===== src/rtl/lfd_pkg.sv =====
// shared types, constants and helpers for the lcd frame-done register block
`timescale 1ns / 1ps

package lfd_pkg;

  // register file geometry
  localparam int REG_COUNT = 64;
  localparam int SLOT_W    = 10;
  localparam int IDX_W     = $clog2(REG_COUNT);
  localparam int DATA_W    = 32;
  localparam int PERIOD_W  = 20;

  // slots kept in flops or with side effects
  localparam logic [SLOT_W-1:0] SLOT_CTRL        = SLOT_W'(0);
  localparam logic [SLOT_W-1:0] SLOT_CTRL1       = SLOT_W'(1);
  localparam logic [SLOT_W-1:0] SLOT_CUR_BUF     = SLOT_W'(4);
  localparam logic [SLOT_W-1:0] SLOT_NEXT_BUF    = SLOT_W'(5);
  localparam logic [SLOT_W-1:0] SLOT_AS_NEXT_BUF = SLOT_W'(35);

  // control bit positions and reset values
  localparam int RUN_BIT     = 0;
  localparam int DONE_BIT    = 9;
  localparam int DONE_EN_BIT = 13;
  localparam logic [DATA_W-1:0]   CTRL1_RESET  = 32'h000f_0000;
  localparam logic [PERIOD_W-1:0] PERIOD_RESET = 20'd16000;

  typedef enum logic [1:0] {
    OP_READ  = 2'd0,
    OP_WRITE = 2'd1,
    OP_TICK  = 2'd2
  } op_e;

  typedef enum logic [1:0] {
    ALIAS_PLAIN = 2'd0,
    ALIAS_SET   = 2'd1,
    ALIAS_CLR   = 2'd2,
    ALIAS_TOG   = 2'd3
  } alias_e;

  typedef struct packed {
    logic [1:0]        opcode;
    logic [13:0]       byte_offset;
    logic [DATA_W-1:0] write_data;
  } in_item_t;

  typedef struct packed {
    logic [DATA_W-1:0] read_data;
    logic              irq_level;
  } out_item_t;

  // register file write request
  typedef struct packed {
    logic              we;
    logic [IDX_W-1:0]  addr;
    logic [DATA_W-1:0] data;
  } mem_wr_t;

  // read source and interrupt level for one beat
  typedef struct packed {
    logic              use_mem;
    logic [DATA_W-1:0] data;
    logic              irq;
  } rd_info_t;

  // countdown status
  typedef struct packed {
    logic                running;
    logic                armed;
    logic [PERIOD_W-1:0] countdown;
    logic [PERIOD_W-1:0] period;
  } status_t;

  // plain, set, clear or toggle update of a register word
  function automatic logic [DATA_W-1:0] apply_alias(input logic [DATA_W-1:0] oldv,
                                                    input logic [DATA_W-1:0] data,
                                                    input alias_e        al);
    logic [DATA_W-1:0] res;
    case (al)
      ALIAS_PLAIN: res = data;
      ALIAS_SET:   res = oldv | data;
      ALIAS_CLR:   res = oldv & ~data;
      ALIAS_TOG:   res = oldv ^ data;
      default:     res = data;
    endcase
    return res;
  endfunction

endpackage


===== src/rtl/lcd_frame_done_register_block_core.sv =====
// top level of the lcd frame-done register block
`timescale 1ns / 1ps

// a result passes through the first stage and then the result stage after its beat is accepted
// throughput: one beat per cycle while the result is not stalled, limited by the single register file port pair
// state is updated at the accepting edge; the result stage holds while stalled
// reset: asynchronous, clears control, control1 to 0x000f0000, period to 16000,
// countdown disarmed, all register file entries read as zero until written
module lcd_frame_done_register_block_core (
  input  logic                          clk_i,
  input  logic                          rst_ni,
  input  logic                          in_valid_i,
  output logic                          in_ready_o,
  input  lfd_pkg::in_item_t             in_data_i,
  output logic                          out_valid_o,
  input  logic                          out_ready_i,
  output lfd_pkg::out_item_t            out_data_o,
  input  logic                          cfg_valid_i,
  output logic                          cfg_ready_o,
  input  logic [lfd_pkg::PERIOD_W-1:0]  cfg_data_i
);

  logic                       in_acc;
  logic                       p_adv;
  logic                       p_valid_q;
  lfd_pkg::rd_info_t          p_info_q;
  logic                       out_valid_q;
  lfd_pkg::out_item_t         out_q;
  lfd_pkg::mem_wr_t           wr;
  lfd_pkg::rd_info_t          rd_info;
  lfd_pkg::status_t           status;
  logic [lfd_pkg::DATA_W-1:0] mem_rdata;

  // handshake
  assign p_adv       = p_valid_q & (~out_valid_q | out_ready_i);
  assign in_ready_o  = ~p_valid_q | p_adv;
  assign in_acc      = in_valid_i & in_ready_o;
  assign cfg_ready_o = 1'b1;

  lfd_ctrl u_ctrl (
    .clk_i       (clk_i),
    .rst_ni      (rst_ni),
    .acc_i       (in_acc),
    .item_i      (in_data_i),
    .cfg_valid_i (cfg_valid_i),
    .cfg_data_i  (cfg_data_i),
    .wr_o        (wr),
    .rd_o        (rd_info),
    .status_o    (status)
  );

  lfd_regfile u_regfile (
    .clk_i   (clk_i),
    .rst_ni  (rst_ni),
    .wr_i    (wr),
    .re_i    (in_acc & rd_info.use_mem),
    .raddr_i (in_data_i.byte_offset[lfd_pkg::IDX_W+3:4]),
    .rdata_o (mem_rdata)
  );

  // first stage: read source and irq, paired with the memory read data
  always_ff @(posedge clk_i or negedge rst_ni) begin
    if (!rst_ni) begin
      p_valid_q <= 1'b0;
    end else if (in_acc) begin
      p_valid_q <= 1'b1;
    end else if (p_adv) begin
      p_valid_q <= 1'b0;
    end
  end

  always_ff @(posedge clk_i) begin
    if (in_acc) begin
      p_info_q <= rd_info;
    end
  end

  // result stage
  always_ff @(posedge clk_i or negedge rst_ni) begin
    if (!rst_ni) begin
      out_valid_q <= 1'b0;
    end else if (p_adv) begin
      out_valid_q <= 1'b1;
    end else if (out_ready_i) begin
      out_valid_q <= 1'b0;
    end
  end

  always_ff @(posedge clk_i) begin
    if (p_adv) begin
      out_q.read_data <= p_info_q.use_mem ? mem_rdata : p_info_q.data;
      out_q.irq_level <= p_info_q.irq;
    end
  end

  assign out_valid_o = out_valid_q;
  assign out_data_o  = out_q;

  // the countdown only runs while the run bit is set
  a_armed_running: assert property (@(posedge clk_i) disable iff (!rst_ni)
    status.armed |-> status.running)
    else $error("countdown armed while not running");

  // arming loads the full period
  a_arm_loads_period: assert property (@(posedge clk_i) disable iff (!rst_ni)
    $rose(status.armed) |-> status.countdown == $past(status.period))
    else $error("countdown armed with wrong count");

  // a full pipeline with a stalled result takes no new beat
  a_stall_blocks: assert property (@(posedge clk_i) disable iff (!rst_ni)
    (out_valid_o && !out_ready_i && p_valid_q) |-> !in_ready_o)
    else $error("beat accepted while pipeline is full");

endmodule


===== src/rtl/lfd_regfile.sv =====
// plain register words held in a memory with per-entry valid bits
`timescale 1ns / 1ps

module lfd_regfile (
  input  logic                         clk_i,
  input  logic                         rst_ni,
  input  lfd_pkg::mem_wr_t             wr_i,
  input  logic                         re_i,
  input  logic [lfd_pkg::IDX_W-1:0]    raddr_i,
  output logic [lfd_pkg::DATA_W-1:0]   rdata_o
);

  logic [lfd_pkg::DATA_W-1:0] mem [lfd_pkg::REG_COUNT];
  logic [lfd_pkg::REG_COUNT-1:0] vld_q;
  logic [lfd_pkg::DATA_W-1:0] rdata_q;
  logic                       rvld_q;

  // write port
  always_ff @(posedge clk_i) begin
    if (wr_i.we) begin
      mem[wr_i.addr] <= wr_i.data;
    end
  end

  // registered read port
  always_ff @(posedge clk_i) begin
    if (re_i) begin
      rdata_q <= mem[raddr_i];
    end
  end

  // valid bits, an entry never written reads as zero
  always_ff @(posedge clk_i or negedge rst_ni) begin
    if (!rst_ni) begin
      vld_q  <= '0;
      rvld_q <= 1'b0;
    end else begin
      if (wr_i.we) begin
        vld_q[wr_i.addr] <= 1'b1;
      end
      if (re_i) begin
        rvld_q <= vld_q[raddr_i];
      end
    end
  end

  assign rdata_o = rvld_q ? rdata_q : '0;

endmodule


===== src/rtl/lfd_ctrl.sv =====
// control registers, buffer address, frame countdown and beat decode
`timescale 1ns / 1ps

module lfd_ctrl (
  input  logic                          clk_i,
  input  logic                          rst_ni,
  input  logic                          acc_i,
  input  lfd_pkg::in_item_t             item_i,
  input  logic                          cfg_valid_i,
  input  logic [lfd_pkg::PERIOD_W-1:0]  cfg_data_i,
  output lfd_pkg::mem_wr_t              wr_o,
  output lfd_pkg::rd_info_t             rd_o,
  output lfd_pkg::status_t              status_o
);

  logic [lfd_pkg::DATA_W-1:0]   ctrl_q, ctrl_d;
  logic [lfd_pkg::DATA_W-1:0]   ctrl1_q, ctrl1_d;
  logic [lfd_pkg::DATA_W-1:0]   cur_q, cur_d;
  logic [lfd_pkg::PERIOD_W-1:0] cd_q, cd_d;
  logic [lfd_pkg::PERIOD_W-1:0] period_q, period_d;
  logic                         armed_q, armed_d;

  logic [lfd_pkg::SLOT_W-1:0] slot;
  lfd_pkg::alias_e            al;
  logic                       in_range;
  logic                       is_ctrl, is_ctrl1, is_cur, is_next, is_as_next;
  logic [lfd_pkg::DATA_W-1:0] newv;

  // decode the beat
  assign slot       = item_i.byte_offset[13:4];
  assign al         = lfd_pkg::alias_e'(item_i.byte_offset[3:2]);
  assign in_range   = {1'b0, slot} < (lfd_pkg::SLOT_W + 1)'(lfd_pkg::REG_COUNT);
  assign is_ctrl    = slot == lfd_pkg::SLOT_CTRL;
  assign is_ctrl1   = slot == lfd_pkg::SLOT_CTRL1;
  assign is_cur     = slot == lfd_pkg::SLOT_CUR_BUF;
  assign is_next    = slot == lfd_pkg::SLOT_NEXT_BUF;
  assign is_as_next = slot == lfd_pkg::SLOT_AS_NEXT_BUF;

  // next state for one beat
  always_comb begin
    ctrl_d   = ctrl_q;
    ctrl1_d  = ctrl1_q;
    cur_d    = cur_q;
    cd_d     = cd_q;
    armed_d  = armed_q;
    period_d = cfg_valid_i ? cfg_data_i : period_q;
    wr_o     = '0;
    rd_o     = '0;
    newv     = '0;
    if (acc_i) begin
      case (lfd_pkg::op_e'(item_i.opcode))
        lfd_pkg::OP_READ: begin
          if (in_range) begin
            if (is_ctrl) begin
              rd_o.data = ctrl_q;
            end else if (is_ctrl1) begin
              rd_o.data = ctrl1_q;
            end else if (is_cur) begin
              rd_o.data = cur_q;
            end else begin
              rd_o.use_mem = 1'b1;
            end
          end
        end
        lfd_pkg::OP_WRITE: begin
          if (in_range && (al == lfd_pkg::ALIAS_PLAIN || is_ctrl || is_ctrl1)) begin
            if (is_ctrl) begin
              newv   = lfd_pkg::apply_alias(ctrl_q, item_i.write_data, al);
              ctrl_d = newv;
              // run rising arms unless a frame is already pending
              if (!ctrl_q[lfd_pkg::RUN_BIT] && newv[lfd_pkg::RUN_BIT]) begin
                if (!ctrl1_q[lfd_pkg::DONE_BIT]) begin
                  cd_d    = period_q;
                  armed_d = 1'b1;
                end else begin
                  armed_d = 1'b0;
                end
              end else if (ctrl_q[lfd_pkg::RUN_BIT] && !newv[lfd_pkg::RUN_BIT]) begin
                armed_d = 1'b0;
              end
            end else if (is_ctrl1) begin
              newv    = lfd_pkg::apply_alias(ctrl1_q, item_i.write_data, al);
              ctrl1_d = newv;
              // clearing frame-done rearms while running
              if (ctrl1_q[lfd_pkg::DONE_BIT] && !newv[lfd_pkg::DONE_BIT]) begin
                if (ctrl_q[lfd_pkg::RUN_BIT]) begin
                  cd_d    = period_q;
                  armed_d = 1'b1;
                end else begin
                  armed_d = 1'b0;
                end
              end
            end else if (is_cur) begin
              cur_d = item_i.write_data;
            end else begin
              wr_o.we   = 1'b1;
              wr_o.addr = slot[lfd_pkg::IDX_W-1:0];
              wr_o.data = item_i.write_data;
              // buffer flips mark the frame done and stop the countdown
              if (is_next) begin
                cur_d                      = item_i.write_data;
                ctrl1_d[lfd_pkg::DONE_BIT] = 1'b1;
                armed_d                    = 1'b0;
              end else if (is_as_next) begin
                ctrl1_d[lfd_pkg::DONE_BIT] = 1'b1;
                armed_d                    = 1'b0;
              end
            end
          end
        end
        lfd_pkg::OP_TICK: begin
          if (armed_q) begin
            if (cd_q <= lfd_pkg::PERIOD_W'(1)) begin
              cd_d    = '0;
              armed_d = 1'b0;
              if (ctrl_q[lfd_pkg::RUN_BIT] && !ctrl1_q[lfd_pkg::DONE_BIT]) begin
                ctrl1_d[lfd_pkg::DONE_BIT] = 1'b1;
              end
            end else begin
              cd_d = cd_q - lfd_pkg::PERIOD_W'(1);
            end
          end
        end
        default: begin
        end
      endcase
    end
    rd_o.irq = ctrl1_d[lfd_pkg::DONE_EN_BIT] & ctrl1_d[lfd_pkg::DONE_BIT];
  end

  // state registers
  always_ff @(posedge clk_i or negedge rst_ni) begin
    if (!rst_ni) begin
      ctrl_q   <= '0;
      ctrl1_q  <= lfd_pkg::CTRL1_RESET;
      cur_q    <= '0;
      cd_q     <= '0;
      armed_q  <= 1'b0;
      period_q <= lfd_pkg::PERIOD_RESET;
    end else begin
      ctrl_q   <= ctrl_d;
      ctrl1_q  <= ctrl1_d;
      cur_q    <= cur_d;
      cd_q     <= cd_d;
      armed_q  <= armed_d;
      period_q <= period_d;
    end
  end

  assign status_o.running   = ctrl_q[lfd_pkg::RUN_BIT];
  assign status_o.armed     = armed_q;
  assign status_o.countdown = cd_q;
  assign status_o.period    = period_q;

endmodule


===== config.mk =====
export PLATFORM = sky130hd
export DESIGN_NAME = lcd_frame_done_register_block_core
export DESIGN_NICKNAME = d
export VERILOG_FILES = /design/src/rtl/lfd_pkg.sv /design/src/rtl/lcd_frame_done_register_block_core.sv /design/src/rtl/lfd_regfile.sv /design/src/rtl/lfd_ctrl.sv
export SDC_FILE = /design/constraint.sdc
export NUM_CORES = 2
export LEC_CHECK = 0
export ABC_AREA = 1
export BUFFER_PORTS_ARGS = -buffer_cell sky130_fd_sc_hd__buf_2
export CAP_MARGIN = 40
export CELL_PAD_IN_SITES_DETAIL_PLACEMENT = 1
export CELL_PAD_IN_SITES_GLOBAL_PLACEMENT = 1
export CORE_UTILIZATION = 47
export DETAILED_ROUTE_END_ITERATION = 10
export PLACE_DENSITY = 0.72
export SLEW_MARGIN = 20
export SYNTH_ARGS = -nofsm -noshare
export SYNTH_HDL_FRONTEND = slang
export SYNTH_SLANG_ARGS = --single-unit

===== constraint.sdc =====
create_clock -name clk_i -period 3.2 [get_ports clk_i]
set_clock_uncertainty 0.15 [all_clocks]
set_input_delay 0.32 -clock clk_i [delete_from_list [all_inputs] [get_ports clk_i]]
set_output_delay 0.32 -clock clk_i [all_outputs]
set_load 0.02 [all_outputs]

==> reports/results.txt <==
floorplan row count - 164
sequential cell fraction of total power - 0.515
VDD IR max - 0.5763 mV
reg2reg path depth - 10
number of instances in the synthesized netlist - 7674
core region area - 200700 um^2
flip-flop and latch count after synthesis - 2351
cell area after synthesis - 95360 um^2
DP Cell Count - 10.48k
violation count after the first detailed-routing iteration - 8077
switching pwr - 15.17 mW
sequential fraction of the synthesis area - 0.7298
count of synthesis-stage warnings from yosys - 0
worst setup path startpoint - out_valid_o
FF-to-FF End - u_regfile.mem[61][22]
number of filler instances in the final layout - 19.93k
pin slew with the least headroom to its limit - 0.9366 ns
clk root buf - sky130_fd_sc_hd__clkbuf_16
multi-input combinational cell area - 23670 um^2
top metal layer carrying routed signals - met5
leading cell type in the layout, fill and taps excluded - sky130_fd_sc_hd__edfxtp_1
cell type with the largest total area after synthesis - sky130_fd_sc_hd__edfxtp_1
CP most frequent cell - sky130_fd_sc_hd__nand3_1
dpl cell area - 104400 um^2
crit path cell chain - nand3_1 -> nand2_1 -> nor2_1 -> nand3_1 -> nor2_8 -> buf_4 -> nand3_1 -> buf_4 -> nor2_4 -> buf_12
Total Wirelength - 326100 um
shortest clock period the worst path allows after layout - 3.029 ns
placer's final routability congestion estimate - 0.8790
routed wirelength normalized by instance count - 29.57 um
Setup CP Type - reg2reg
CP Capture Type - register
maximum number of pins on one net before global-route repair - 128
Max Slew Vio Count - 0
crit start category - register
P_int - 49.91 mW
HPWL after detailed placement - 191400 um
CTS clk-pin slew, worst paths - 0.06 ns
leading cell types in the layout, fill and taps excluded - 2147 x sky130_fd_sc_hd__edfxtp_1, 1321 x sky130_fd_sc_hd__nand2_1, 829 x sky130_fd_sc_hd__o21ai_0
clock tree from TritonCTS - yes
die boundary width - 452.4 um
Worst EP arrival - 3.44 ns
met1 routed wirelength after detailed routing - 126600 um
initial antenna violation count - 13
critical path peak fanout - 23
Setup violations, final - 0
upper clock frequency limit - 0.3302 GHz
starting density of the core - 0.4752
ys async rst share - 0.08677
master of the slowest instance on the critical path - sky130_fd_sc_hd__dfrtp_1
data required time at the worst endpoint - 3.61 ns
Max Cap Violations - 0
worst hold-check path type - in2reg
Sinks on Clock Net - 2351
cell family with most CP delay - simple AND/OR/NAND/NOR gates
post-route worst hold slack - 0.1204 ns
number of post-CTS setup repair buffers - 0
aggregate global-route resource usage - 0.3151
mean cell area of the mapped netlist - 12.43 um^2
antenna violation net count after detailed routing - 0
number of clock buffers inserted by TritonCTS - 232
leakage - 35.98 nW
number of gates resized after cts - 0
layout overhead on the synthesized area - 18.56%
latest clock arrival within the worst-skew pair - 0.91 ns
number of search-and-repair iterations in the first detailed-routing pass - 6
Die Outline Area - 204700 um^2
total global routing overflow - 0
CTS H-Tree Depth - 4
Cell Pwr Density - 575.6 nW/um^2
end point of the critical path - u_regfile.mem[61][22]
result of the run - completed
Die Height - 452.4 um
Levels on crit path - 10
Clock Power Share - 0.419
count of port buffers added during placement - 105
number of hold-repair buffers added at the cts stage - 110
storage element area - 69590 um^2
RSZ-0062 raised after global routing - false
Layout Cell Area excl Fill - 113100 um^2
FF-to-FF Start - out_valid_o
stage delay of the slowest cell on the critical path - 0.43 ns
power share of the combinational group - 0.066
routed length on met2 - 156100 um
wire length of the first global-routing pass - 472600 um
post-route DRC violation count - 0
total count of hold-check failures in the final report - 0
vias in the first global route - 71.02k
net total in the final layout - 8376
worst setup slack for register-to-register paths - 0.17 ns
number of enable-type register cells in the synthesized netlist - 2147
number of non-filler instances in the completed layout - 11.03k
buffers and inverters on the worst path - 3
post-detailed-route via-to-cell ratio - 6.145
Switching Fraction - 0.2330
largest cells by area after synthesis - sky130_fd_sc_hd__edfxtp_1 68%, sky130_fd_sc_hd__nand2_1 5.2%, sky130_fd_sc_hd__dfrtp_1 5.1%, sky130_fd_sc_hd__o21ai_0 4.4%, sky130_fd_sc_hd__nor2_1 3.5%
detailed-routed wire length on met3 - 29270 um
top flip-flop cell by instance count after synthesis - sky130_fd_sc_hd__edfxtp_1
area share of the leading cell type in the synthesized netlist - 0.6761
maximum root-to-sink buffer count - 3
distinct cell type count after synthesis - 51
period utilization - 0.9465
fraction of layout cells with a size suffix above 1 - 0.1200
count of pins on the block boundary - 109
worst slew margin relative to its limit - 0.3756
routed vias - 67.76k
area by class of cell:
| type | instances | share of cell area |
|---|---|---|
| clock buffer | 289 | 0.05408 |
| multi-input combinational | 4616 | 0.2094 |
| sequential | 2351 | 0.6155 |
| timing repair buffer | 645 | 0.06837 |
| antenna | 4 | 0.00008854 |
| clock inverter | 143 | 0.01218 |
| inverter | 324 | 0.01097 |
| tap | 2656 | 0.02939 |
synthesized netlist by cell type (2+ instances only):
cell,n
sky130_fd_sc_hd__ha_1,133
sky130_fd_sc_hd__o221ai_1,32
sky130_fd_sc_hd__nor3_1,5
sky130_fd_sc_hd__mux2_2,3
sky130_fd_sc_hd__o31ai_1,16
sky130_fd_sc_hd__buf_6,2
sky130_fd_sc_hd__nor2_2,6
sky130_fd_sc_hd__a2111oi_0,16
sky130_fd_sc_hd__nand2_1,1321
sky130_fd_sc_hd__xor2_1,6
sky130_fd_sc_hd__nand3b_1,3
sky130_fd_sc_hd__a21oi_1,233
sky130_fd_sc_hd__nand3_4,6
sky130_fd_sc_hd__clkbuf_1,336
sky130_fd_sc_hd__o21bai_1,24
sky130_fd_sc_hd__o21ai_0,829
sky130_fd_sc_hd__o21ai_1,17
sky130_fd_sc_hd__nor2_4,3
sky130_fd_sc_hd__a22oi_1,149
sky130_fd_sc_hd__clkinv_1,5
sky130_fd_sc_hd__edfxtp_1,2147
sky130_fd_sc_hd__o22ai_1,5
sky130_fd_sc_hd__buf_2,80
sky130_fd_sc_hd__inv_1,312
sky130_fd_sc_hd__nand2_2,3
sky130_fd_sc_hd__nor2_1,889
sky130_fd_sc_hd__buf_1,58
sky130_fd_sc_hd__a31oi_1,25
sky130_fd_sc_hd__a22o_1,9
sky130_fd_sc_hd__dfstp_2,10
sky130_fd_sc_hd__nand4_1,155
sky130_fd_sc_hd__o211ai_1,236
sky130_fd_sc_hd__nand3_1,376
sky130_fd_sc_hd__or2_2,2
sky130_fd_sc_hd__o2111ai_1,5
sky130_fd_sc_hd__conb_1,2
sky130_fd_sc_hd__xnor2_1,2
sky130_fd_sc_hd__dfrtp_1,194
sky130_fd_sc_hd__inv_2,7
worst min path at each step:
stage | startpoint | cells past startpoint | slack [ns] | endpoint
global route | in_data_i[37] | 5 | 0.09 | u_regfile.vld_q[40]
floorplan | rst_ni | 0 | -0.13 | out_valid_o
finish | in_data_i[37] | 5 | 0.12 | u_regfile.vld_q[40]
CTS | in_data_i[37] | 5 | 0.06 | u_regfile.vld_q[40]
detailed placement | u_regfile.vld_q[1] | 0 | 0.22 | u_regfile.vld_q[1]
global placement | u_regfile.vld_q[4] | 0 | 0.22 | u_regfile.vld_q[4]
per-stage QoR:
| step | setup slack (ns) | power (mW) | util | setup TNS [ns] |
|---|---|---|---|---|
| 2_1_floorplan | -0.6815 | 36.35 | - | -2210.66 |
| 3_3_place_gp | 0.1671 | 38.03 | 0.5204 | 0 |
| 3_5_place_dp | 0.1182 | 38.20 | 0.5204 | 0 |
| 4_1_cts | 0.1742 | 65.23 | 0.5633 | 0 |
| 5_1_grt | 0.07662 | 66.57 | 0.5633 | 0 |
| 6_report | 0.1712 | 65.08 | 0.5634 | 0 |
state kept, by name (all words and copies together) (netlist names), 20 cells and up:
signal and count:
out_data_o 33, p_info_q 34, u_ctrl.cd_q 20, u_ctrl.ctrl1_q 32, u_ctrl.ctrl_q 32, u_ctrl.cur_q 32
u_ctrl.period_q 20, u_regfile.mem 2048, u_regfile.rdata_q 32, u_regfile.vld_q 64
power by group through the flow:
stage	Clock (mW)	Combinational (mW)	Sequential [mW]
2_1_floorplan	0	2.19	34.2
3_3_place_gp	0	3.88	34.1
5_1_grt	28.4	4.63	33.5
4_1_cts	27.5	4.24	33.5
3_5_place_dp	0	4.04	34.2
6_report	27.2	4.31	33.5
cell families (layout without fill, tap and decap cells):
kind of cell               after synthesis  count (layout)  share of synthesized area
xor gates and xnor gates                 8               8                  0.0007348
buffers and inverters                  802            1401                    0.03299
adders and majority gates              133             133                    0.01745
DFF                                   2351            2351                     0.7298
AOI/OAI and AO/OA                     1601            1601                    0.09826
other                                    2             101                 0.00007876
and+or+nand+nor                       2774            2774                     0.1204
muxes                                    3               3                  0.0003542
routing by layer:
layer	global-route usage	vias to the layer above
li1	-	28563
met1	0.4165	35053
met2	0.5149	3487
met3	0.05284	657
met4	0.1361	4
met5	0	-
worst reg2reg max path, stage by stage, from the launching register on:
cell                      delay, ns
sky130_fd_sc_hd__dfrtp_1       0.43
sky130_fd_sc_hd__nand3_1       0.16
sky130_fd_sc_hd__nand2_1       0.11
sky130_fd_sc_hd__nor2_1        0.27
sky130_fd_sc_hd__nand3_1       0.24
sky130_fd_sc_hd__nor2_8        0.23
sky130_fd_sc_hd__buf_4         0.22
sky130_fd_sc_hd__nand3_1       0.14
sky130_fd_sc_hd__buf_4         0.28
sky130_fd_sc_hd__nor2_4        0.21
sky130_fd_sc_hd__buf_12        0.26
No activity file was read; power rests on OpenSTA's default activity.
